**config.mk**
```make
export PLATFORM = sky130hd
export DESIGN_NAME = mailbox_ring_with_jam
export DESIGN_NICKNAME = d
export VERILOG_FILES = /design/src/mrj_pkg.sv /design/src/mrj_ram.sv /design/src/mrj_ring_ctrl.sv /design/src/mailbox_ring_with_jam.sv
export SDC_FILE = /design/constraint.sdc
export NUM_CORES = 1
export LEC_CHECK = 0
export BUFFER_PORTS_ARGS = -buffer_cell sky130_fd_sc_hd__buf_2
export CAP_MARGIN = 20
export CORE_AREA = 2 2 219 221
export CTS_CLUSTER_DIAMETER = 30
export DETAILED_ROUTE_END_ITERATION = 6
export DIE_AREA = 0 0 221 223
export GPL_TIMING_DRIVEN = 0
export HOLD_SLACK_MARGIN = 0.08
export MAX_ROUTING_LAYER = met4
export PLACE_DENSITY = 0.69
export SLEW_MARGIN = 20
export SYNTH_ARGS = -nofsm -noshare
export SYNTH_HDL_FRONTEND = slang
export SYNTH_SLANG_ARGS = --single-unit
```
**constraint.sdc**
```tcl
create_clock -name clk -period 5.69 [get_ports clk]
set_input_delay 0.2845 -clock clk [delete_from_list [all_inputs] [get_ports clk]]
set_output_delay 0.2845 -clock clk [all_outputs]
set_load 0.01 [all_outputs]
```
**src/mrj_pkg.sv**
```systemverilog
// ----------------------------------------------------------------------------
// mrj_pkg
// Types and constants shared by the mailbox ring blocks.
// ----------------------------------------------------------------------------
package mrj_pkg;

  localparam int CAP_W = 5;
  localparam int SUM_W = CAP_W + 1;
  localparam int MSG_W = 32;
  localparam logic [CAP_W-1:0] CAP_RESET = 5'd16;

  typedef enum logic [1:0] {
    OP_SEND = 2'd0,
    OP_JAM  = 2'd1,
    OP_RECV = 2'd2,
    OP_NONE = 2'd3
  } op_t;

  typedef enum logic [1:0] {
    ST_OK      = 2'd0,
    ST_FULL    = 2'd1,
    ST_EMPTY   = 2'd2,
    ST_INVALID = 2'd3
  } status_t;

  typedef struct packed {
    logic [1:0]       operation;
    logic [MSG_W-1:0] message_in;
  } in_word_t;

  typedef struct packed {
    logic [1:0]       status;
    logic [MSG_W-1:0] message_out;
    logic [CAP_W-1:0] fill_count;
  } out_word_t;

  typedef struct packed {
    status_t          status;
    logic             take;
    logic [CAP_W-1:0] fill;
  } ring_res_t;

endpackage

```
**src/mrj_ram.sv**
```systemverilog
// ----------------------------------------------------------------------------
// mrj_ram
// Generic single-write, single-read RAM with registered read data.
// ----------------------------------------------------------------------------
module mrj_ram #(
  parameter int WIDTH = 32,
  parameter int DEPTH = 16
) (
  input  logic                                       clk,
  input  logic                                       we,
  input  logic [((DEPTH > 1) ? $clog2(DEPTH) : 1)-1:0] waddr,
  input  logic [WIDTH-1:0]                           wdata,
  input  logic                                       re,
  input  logic [((DEPTH > 1) ? $clog2(DEPTH) : 1)-1:0] raddr,
  output logic [WIDTH-1:0]                           rdata
);

  logic [WIDTH-1:0] mem [DEPTH];

  always_ff @(posedge clk) begin
    if (we) begin
      mem[waddr] <= wdata;
    end
    if (re) begin
      rdata <= mem[raddr];
    end
  end

endmodule

```
**src/mrj_ring_ctrl.sv**
```systemverilog
// ----------------------------------------------------------------------------
// mrj_ring_ctrl
// Ring pointers, capacity register and per-word status and slot selection.
// ----------------------------------------------------------------------------
module mrj_ring_ctrl #(
  parameter int DEPTH = 16
) (
  input  logic                                       clk,
  input  logic                                       rst,
  input  logic                                       go,
  input  mrj_pkg::op_t                               op,
  input  logic                                       cfg_we,
  input  logic [mrj_pkg::CAP_W-1:0]                  cfg_data,
  output mrj_pkg::ring_res_t                         res,
  output logic                                       wr_en,
  output logic [((DEPTH > 1) ? $clog2(DEPTH) : 1)-1:0] wr_addr,
  output logic                                       rd_en,
  output logic [((DEPTH > 1) ? $clog2(DEPTH) : 1)-1:0] rd_addr
);

  localparam int AW = (DEPTH > 1) ? $clog2(DEPTH) : 1;
  localparam int unsigned DEPTH_U = DEPTH;

  logic [mrj_pkg::CAP_W-1:0] capacity;
  logic [mrj_pkg::CAP_W-1:0] head;
  logic [mrj_pkg::CAP_W-1:0] head_next;
  logic [mrj_pkg::CAP_W-1:0] held;
  logic [mrj_pkg::CAP_W-1:0] held_next;
  logic [mrj_pkg::CAP_W-1:0] slot;
  logic [mrj_pkg::CAP_W-1:0] tail;
  logic [mrj_pkg::CAP_W-1:0] jam_head;
  logic [mrj_pkg::CAP_W-1:0] recv_head;
  logic [mrj_pkg::SUM_W-1:0] cap_x;
  logic [mrj_pkg::SUM_W-1:0] sum_tail;
  logic [mrj_pkg::SUM_W-1:0] sum_jam;
  logic [mrj_pkg::SUM_W-1:0] sum_recv;
  logic                      cap_ok;
  logic                      do_write;
  mrj_pkg::status_t          status;

  // index wrap by compare and subtract
  always_comb begin
    cap_x    = {1'b0, capacity};
    sum_tail = {1'b0, head} + {1'b0, held};
    sum_jam  = {1'b0, head} + cap_x - mrj_pkg::SUM_W'(1);
    sum_recv = {1'b0, head} + mrj_pkg::SUM_W'(1);
    tail      = mrj_pkg::CAP_W'((sum_tail >= cap_x) ? (sum_tail - cap_x) : sum_tail);
    jam_head  = mrj_pkg::CAP_W'((sum_jam >= cap_x) ? (sum_jam - cap_x) : sum_jam);
    recv_head = mrj_pkg::CAP_W'((sum_recv >= cap_x) ? (sum_recv - cap_x) : sum_recv);
    cap_ok    = (capacity != '0) && (32'(capacity) <= DEPTH_U);
  end

  always_comb begin
    head_next = head;
    held_next = held;
    status    = mrj_pkg::ST_OK;
    do_write  = 1'b0;
    slot      = head;
    case (op)
      mrj_pkg::OP_SEND: begin
        if (!cap_ok) begin
          status = mrj_pkg::ST_INVALID;
        end else if (held >= capacity) begin
          status = mrj_pkg::ST_FULL;
        end else begin
          do_write  = 1'b1;
          slot      = tail;
          held_next = held + mrj_pkg::CAP_W'(1);
        end
      end
      mrj_pkg::OP_JAM: begin
        if (!cap_ok) begin
          status = mrj_pkg::ST_INVALID;
        end else if (held >= capacity) begin
          status = mrj_pkg::ST_FULL;
        end else begin
          do_write  = 1'b1;
          slot      = jam_head;
          head_next = jam_head;
          held_next = held + mrj_pkg::CAP_W'(1);
        end
      end
      mrj_pkg::OP_RECV: begin
        if (!cap_ok) begin
          status = mrj_pkg::ST_INVALID;
        end else if (held == '0) begin
          status = mrj_pkg::ST_EMPTY;
        end else begin
          head_next = recv_head;
          held_next = held - mrj_pkg::CAP_W'(1);
        end
      end
      default: begin
        status = mrj_pkg::ST_OK;
      end
    endcase
  end

  always_comb begin
    res.status = status;
    res.take   = (op == mrj_pkg::OP_RECV) && (status == mrj_pkg::ST_OK);
    res.fill   = held_next;
    wr_en      = go && do_write;
    wr_addr    = AW'(slot);
    rd_en      = go;
    rd_addr    = AW'(head);
  end

  always_ff @(posedge clk) begin
    if (rst) begin
      capacity <= mrj_pkg::CAP_RESET;
      head     <= '0;
      held     <= '0;
    end else if (cfg_we) begin
      capacity <= cfg_data;
      head     <= '0;
      held     <= '0;
    end else if (go) begin
      head <= head_next;
      held <= held_next;
    end
  end

endmodule

```
**src/mailbox_ring_with_jam.sv**
```systemverilog
// ----------------------------------------------------------------------------
// mailbox_ring_with_jam
// Ring mailbox of 32-bit messages with send at tail, jam at head and
// receive from head, capacity set by one configuration register.
// ----------------------------------------------------------------------------
//  port group   direction  handshake           word
//  in_*         input      in_valid/in_ready   operation, message_in
//  out_*        output     out_valid/out_ready status, message_out, fill_count
//  cfg_*        input      cfg_we              capacity
//
//  one word accepted per cycle while in_ready; result valid on the next cycle
//  ring pointers update when a word is taken, the slot read lands in the ram
//  output register, which holds the result stable while out_ready is low
//  in_ready is high while the result register is empty or being taken
//  reset gives capacity 16 and an empty ring; no clearing pass
// ----------------------------------------------------------------------------
module mailbox_ring_with_jam #(
  parameter int DEPTH = 16
) (
  input  logic                      clk,
  input  logic                      rst,
  input  logic                      in_valid,
  output logic                      in_ready,
  input  mrj_pkg::in_word_t         in_data,
  output logic                      out_valid,
  input  logic                      out_ready,
  output mrj_pkg::out_word_t        out_data,
  input  logic                      cfg_we,
  input  logic [mrj_pkg::CAP_W-1:0] cfg_data
);

  localparam int AW = (DEPTH > 1) ? $clog2(DEPTH) : 1;

  logic                      go;
  mrj_pkg::ring_res_t        res;
  mrj_pkg::ring_res_t        res_q;
  logic                      wr_en;
  logic [AW-1:0]             wr_addr;
  logic                      rd_en;
  logic [AW-1:0]             rd_addr;
  logic [mrj_pkg::MSG_W-1:0] rd_data;

  assign in_ready = !out_valid || out_ready;
  assign go       = in_valid && in_ready;

  mrj_ring_ctrl #(
    .DEPTH(DEPTH)
  ) u_ctrl (
    .clk     (clk),
    .rst     (rst),
    .go      (go),
    .op      (mrj_pkg::op_t'(in_data.operation)),
    .cfg_we  (cfg_we),
    .cfg_data(cfg_data),
    .res     (res),
    .wr_en   (wr_en),
    .wr_addr (wr_addr),
    .rd_en   (rd_en),
    .rd_addr (rd_addr)
  );

  mrj_ram #(
    .WIDTH(mrj_pkg::MSG_W),
    .DEPTH(DEPTH)
  ) u_slots (
    .clk  (clk),
    .we   (wr_en),
    .waddr(wr_addr),
    .wdata(in_data.message_in),
    .re   (rd_en),
    .raddr(rd_addr),
    .rdata(rd_data)
  );

  always_ff @(posedge clk) begin
    if (rst) begin
      out_valid <= 1'b0;
    end else if (go) begin
      out_valid <= 1'b1;
    end else if (out_ready) begin
      out_valid <= 1'b0;
    end
  end

  always_ff @(posedge clk) begin
    if (go) begin
      res_q <= res;
    end
  end

  always_comb begin
    out_data.status      = res_q.status;
    out_data.message_out = res_q.take ? rd_data : '0;
    out_data.fill_count  = res_q.fill;
  end

endmodule
```
# [After elaboration in Yosys (flattened, before gate mapping)]
# Memories as Yosys holds them, arrays and structs flattened. A register that Yosys moved wholly into a read port is not among the register bits.
# Cells that the tools add are included.
[classes] addsub=9 order_cmp=5 eq_ne=4 muxes=29 reduce_logical=15
[ops] cell="$mux 5" n=10
[ops] cell="$mux 32" n=1
[ops] cell="$pmux 5 s2" n=2
[ops] cell="$ge 6x5->1" n=3
[ops] cell="$add 5x5->6" n=2
[ops] cell="$mux 4" n=3
[ops] cell="$sub 5x5->5" n=2
[ops] cell="$mux 1" n=8
[ops] cell="$pmux 4 s2" n=1
[ops] cell="$add 5x1->6 const B" n=1
[ops] cell="$mux 2" n=3
[ops] cell="$sub 6x1->6 const B" n=1
[ops] cell="$add 5x1->5 const B" n=1
[ops] cell="$ge 5x5->1" n=1
[ops] cell="$le 5x5->1 const B" n=1
[ops] cell="$logic_not 5->1" n=1
[ops] cell="$reduce_bool 5->1" n=1
[ops] cell="$sub 5x1->5 const B" n=1
[ops] cell="$logic_and 1x1->1" n=4
[ops] cell="$logic_not 2->1" n=2
[ops] cell="$pmux 2 s2" n=1
[ops] cell="$reduce_and 4->1" n=1
[ops] cell="$reduce_bool 2->1" n=2
[ops] cell="$reduce_or 2->1" n=2
[ops] cell="other kinds (7)" n=7
[totals] ff_bits=24 mem_bits_rw=512 in_bits=44 output_inout_bits=41 word_cells=70 mem_count=1
[mem_list] memory="u_slots.mem" depth=16 word_bits=32 rd=1 rd_ports_with_merged_regs=1 wr=1 line="mrj_ram.sv:18" source="logic [WIDTH-1:0] mem [DEPTH];"

# [Longest topological paths before layout]
[logic_depth] word_depth=7 mapped_depth=16

# [Modules after synthesis]
# A second synthesis with hierarchy kept.
[hier_totals] hier_cells=1192 area_unflattened_um2=23174.7
[modules_own_cells] module="mrj_ram" n_inst=1 cells_each=838 area_each_um2=20155.6 seq_area_each_um2=16335.7
[modules_own_cells] module="mrj_ring_ctrl" n_inst=1 cells_each=299 area_each_um2=2429.8 seq_area_each_um2=300.3
[modules_own_cells] module="mailbox_ring_with_jam" n_inst=1 cells_each=55 area_each_um2=589.3 seq_area_each_um2=260.2

# [Worst setup path before layout]
# OpenSTA, ideal clock, no wires.
[synth_timing] path_kind="register to register" startpoint="register u_ctrl.head[2] (netlist bit)" endpoint="memory u_slots.mem[6][0], enable pin" arrival_time_ps=5295 required_ps=5265 slack_ps=-30 path_stages_with_launch=17 n_path_buf=1 period_less_slack_ps=5720 cell_sequence="dfxtp_1 -> inv_2 -> buf_1 -> ha_1 -> inv_1 -> ha_1 -> a21o_1 -> a21oi_1 -> xnor2_1 -> ha_1 -> and2_1 -> o311a_1 -> or4_1 -> a41oi_1 -> o21ai_0 -> a21oi_1 -> nor2b_1"
[synth_via] elab_chain_cells=7 elab_cells_between_ends=14
[synth_lines] item="start: declaration" line="mrj_ring_ctrl.sv:25" source="logic [mrj_pkg::CAP_W-1:0] head;"
[synth_lines] item="start signal: assignment" line="mrj_ring_ctrl.sv:119" source="head <= head_next;"
[synth_lines] item="$add 5x5->6" line="mrj_ring_ctrl.sv:45" source="sum_jam = {1'b0, head} + cap_x - mrj_pkg::SUM_W'(1);"
[synth_lines] item="$sub 6x1->6" line="mrj_ring_ctrl.sv:45"
[synth_lines] item="$sub 5x5->5 / $ge 6x5->1 (equally long branches)" line="mrj_ring_ctrl.sv:48" source="jam_head = mrj_pkg::CAP_W'((sum_jam >= cap_x) ? (sum_jam - cap_x) : sum_jam);"
[synth_lines] item="$mux 5" line="mrj_ring_ctrl.sv:48"
[synth_lines] item="$mux 5" line="mrj_ring_ctrl.sv:74" source="end else if (held >= capacity) begin"
[synth_lines] item="$mux 5"
[synth_lines] item="$pmux 4 s2 *" line="mrj_ring_ctrl.sv:59" source="case (op)"
[synth_lines] item="end: declaration" line="mrj_ram.sv:18"
# Mark *: on every way between the ends. The rest lies on a longest branch, timed or not.

# [Worst setup path after layout]
[layout_timing] startpoint="register u_ctrl.head[1] (netlist bit)" endpoint="memory u_slots.mem[2][21], enable pin"
# Same word-level chain as after synthesis.

==> results.md <==
- Largest net degree at the start of global routing: 33
- Core area: 47100 um2
- Post-synth EDFFs: about 550
- Fin Setup TNS: 0 ns
- CTS Buffer Depth: 3
- Mapped cell area: between 20000 and 25000 um2
- Least-Margin Pin Slew: slightly above 1 ns
- Critical path arrival: about 5.7 ns
- Post-synthesis simple-gate area fraction: about 3.5%
- Critical Path RT: roughly 5.9 ns
- Sequential element share of the synthesized area: between 70 and 80%
- Startpoint Class: flop
- Final WL: between 50000 and 60000 um
- First-pass GRT wire length: just over 80000 um
- IO Port Bufs: slightly above 80
- Syn_area_per_cell: just over 20 um2
- Most frequent cell after synthesis: edfxtp_1
- Largest family of logic cells by synthesized area: multiplexers
- Clock skew: ~0.028 ns
- Post-synthesis adder-cell area fraction: ~2.7%
- Io pins: between 80 and 90
- H-tree Lvls: 3
- Synth cell types: 65
- # clock sinks: around 570
- R2R Path Start: u_ctrl.head[1]
- Compound-gate portion of the synthesized area: under 10%
- 1st-iter DRT viols: roughly 1300
- CTS tree: done
- Die X: between 200 and 250 um
- Total overflow reported by the global router: 0
- Top_reg_cell synth: edfxtp_1
- Xor/xnor share of the synthesized area: less than 1%
- GP Congestion: approximately 0.84
- Synth Instances: between 1000 and 1500
- Rows: 80
- Number of global-route vias before repair: between 10000 and 15000
- Max Slew Vio Count: 0
- Design Area, Final: slightly below 30000 um2
- WS Path Type: reg -> reg
- Worst Hold Class: in -> reg
- Min-delay src: rst
- Area growth syn-to-layout: 25.5%
- Final nets: 1500
- Placed inst area: 25100 um2
- Starting Density: 49.3%
- Die area: 49300 um2
- Hpwl dp: 32800 um
- Asr flop ratio synth: 0%
- Yosys warning total: 0
- Placed insts: 1861
- Max layer used: met4
- Num CTS Buffers: roughly 100
- Status: finished, final reports clean
- GRT Util Overall: between 20% and 30%
- CP Launch Point: u_ctrl.head[1]
- Drt pass-1 iters: 5
- Setup Viol. Count Final: 0
- Mux contribution to synthesized area: between 15 and 20%
- CTS clk-pin slew, worst paths: 0.05 ns
- Clock latency at the later pin of the worst-skew pair: between 0.6 and 0.7 ns
- # DRC: 0
- Crit Path Max Fanout: 32
- Yosys top cell by area: edfxtp_1
- Vias/cell: around 6.0
- Headroom to the max-slew limit: 32.0%
- WL met1: 22400 um
- Leakage: between 9 and 10 nW
- Fmax: roughly 0.18 GHz
- Fin. Hold Viols: 0
- VDD IR max: between 0.3 and 0.4 mV
- Share of cells above drive strength 1: between 30% and 40%
- Initial antenna violation count: 1
- Top-area cell type share of the netlist area: slightly above 70%
- Crit share post-route: around 96%
- Maxcap violations: 0
- Pwr Density: slightly below 400 nW/um2
- Final antenna-violating net count: 0
- Met3 WL: between 4000 and 5000 um
- Leading post-synthesis cells by cell area: edfxtp_1 (71%), mux4_2 (16%), ha_1 (2.3%)
- Via count: roughly 13000
- Routed len/inst: 26.8 um
- Synthesized flop and latch total: roughly 570
- CP Capture Type: flop
- Commonest cells in the netlist: edfxtp_1 (552), mux4_2 (160), ha_1 (43)
- Met2 WL post-DR: roughly 28000 um
- Tmin final: about 5.5 ns
- Final Non-Filler Cells: 2108
- CTS root buf: clkbuf_16
- Die height: between 200 and 250 um
- Fin Hold WS: roughly 0.27 ns
- Syn_nets: between 1000 and 1500
## state kept, by name, indices dropped and copies added (netlist names)
register         count
out_data             7
out_valid            1
res_q                1
u_ctrl.capacity      5
u_ctrl.head          5
u_ctrl.held          5
u_slots.mem        512
u_slots.rdata       32
## report_power, final
group          switching (mW)  leakage [nW]  internal [mW]
Clock                    2.10          1.59           3.72
Sequential             0.0223          5.13           4.67
Combinational           0.423          3.02          0.305
## critical path: stages (launching register included)
cell and delay (ns):
dfxtp_1 0.47, clkbuf_1 0.38, inv_1 0.16, ha_1 0.31, inv_1 0.04, ha_1 0.22
fa_1 0.43, xor2_1 0.20, ha_1 0.36, and2_1 0.17, o311ai_1 0.18, o211ai_1 0.21
mux2_2 0.42, a2bb2oi_2 0.42, and4b_2 0.45, and2_4 0.62
## cell families after synthesis
family | after synthesis
XOR/XNOR | 16
buffers and inverters | 89
flip-flops | 568
multiplexers | 169
adder cells (fa/ha/maj) | 47
AO/OA/AOI/OAI | 103
AND/OR/NAND/NOR | 148
## cell type report
| cell class | count | area (um2) |
|---|---|---|
| clock buffers | 111 | 2590 |
| plain buffers | 51 | 233 |
| fillers | 3150 | 18000 |
| diodes | 1 | 2.50 |
| repair buffers | 166 | 1630 |
| clock inverters | 75 | 776 |
| multi-input cells | 485 | 6120 |
| well taps | 615 | 769 |
| inverters | 36 | 138 |
| flip-flops and latches | 568 | 16900 |
## worst paths after layout
| check | endpoint | slack, ns | cells after the start |
|---|---|---|---|
| setup / recovery | u_slots.mem[2][21] | 0.23 | 15 |
| hold reg to reg | u_ctrl.head[4] | 0.63 | 2 |
| hold / removal | u_ctrl.held[2] | 0.27 | 3 |
| setup reg to reg | u_slots.mem[2][21] | 0.23 | 15 |
## metal layers
layer,GRT usage [%],vias up
li1,-,5317
met1,30.6,6555
met2,37.6,597
met3,4.36,95
met4,7.45,0
met5,-,-
## cell usage in the layout, fill, tap and decap left out, types with 5 or more instances in the layout
cell type      count
or3_1              5
clkbuf_1          37
bufinv_16          9
mux2i_1            5
xnor2_1            8
ha_1              43
inv_1             34
o21ai_0           22
buf_12            11
and2_1            34
nor2_1            25
nor3_1             6
nor2_4             8
or4_1              5
buf_4             19
clkinv_4           8
clkbuf_16        102
dfxtp_1           16
buf_2             83
nor2b_4            5
nand2b_1           7
nand2_1           18
nand4_1            6
nand3_1            9
a21oi_1           29
clkinvlp_4        16
buf_16            17
a21o_1             5
mux4_2           160
clkbuf_2          11
clkinv_2           9
clkinv_1          16
edfxtp_1         552
dlygate4sd3_1     44
xor2_1             8
inv_6             11
## through the flow
stage	total power, mW	util, %	setup WS, ns
5_1_grt	11.5	61.8	-0.0284
3_5_place_dp	5.45	53.3	-0.615
2_1_floorplan	5.19	-	0.0979
4_1_cts	11.3	61.6	0.00974
3_3_place_gp	5.41	51.8	-2.63
6_report	11.2	61.8	0.227
## timing repair
item	CTS	global route
endpoints found under the hold margin	518	0
hold buffers	44	0
pin swaps	5	5
buffers inserted	9	7
gates resized for setup	3	8
gates cloned	0	2
endpoints found under the setup margin	499	313
(Power assumes the default switching activity.)
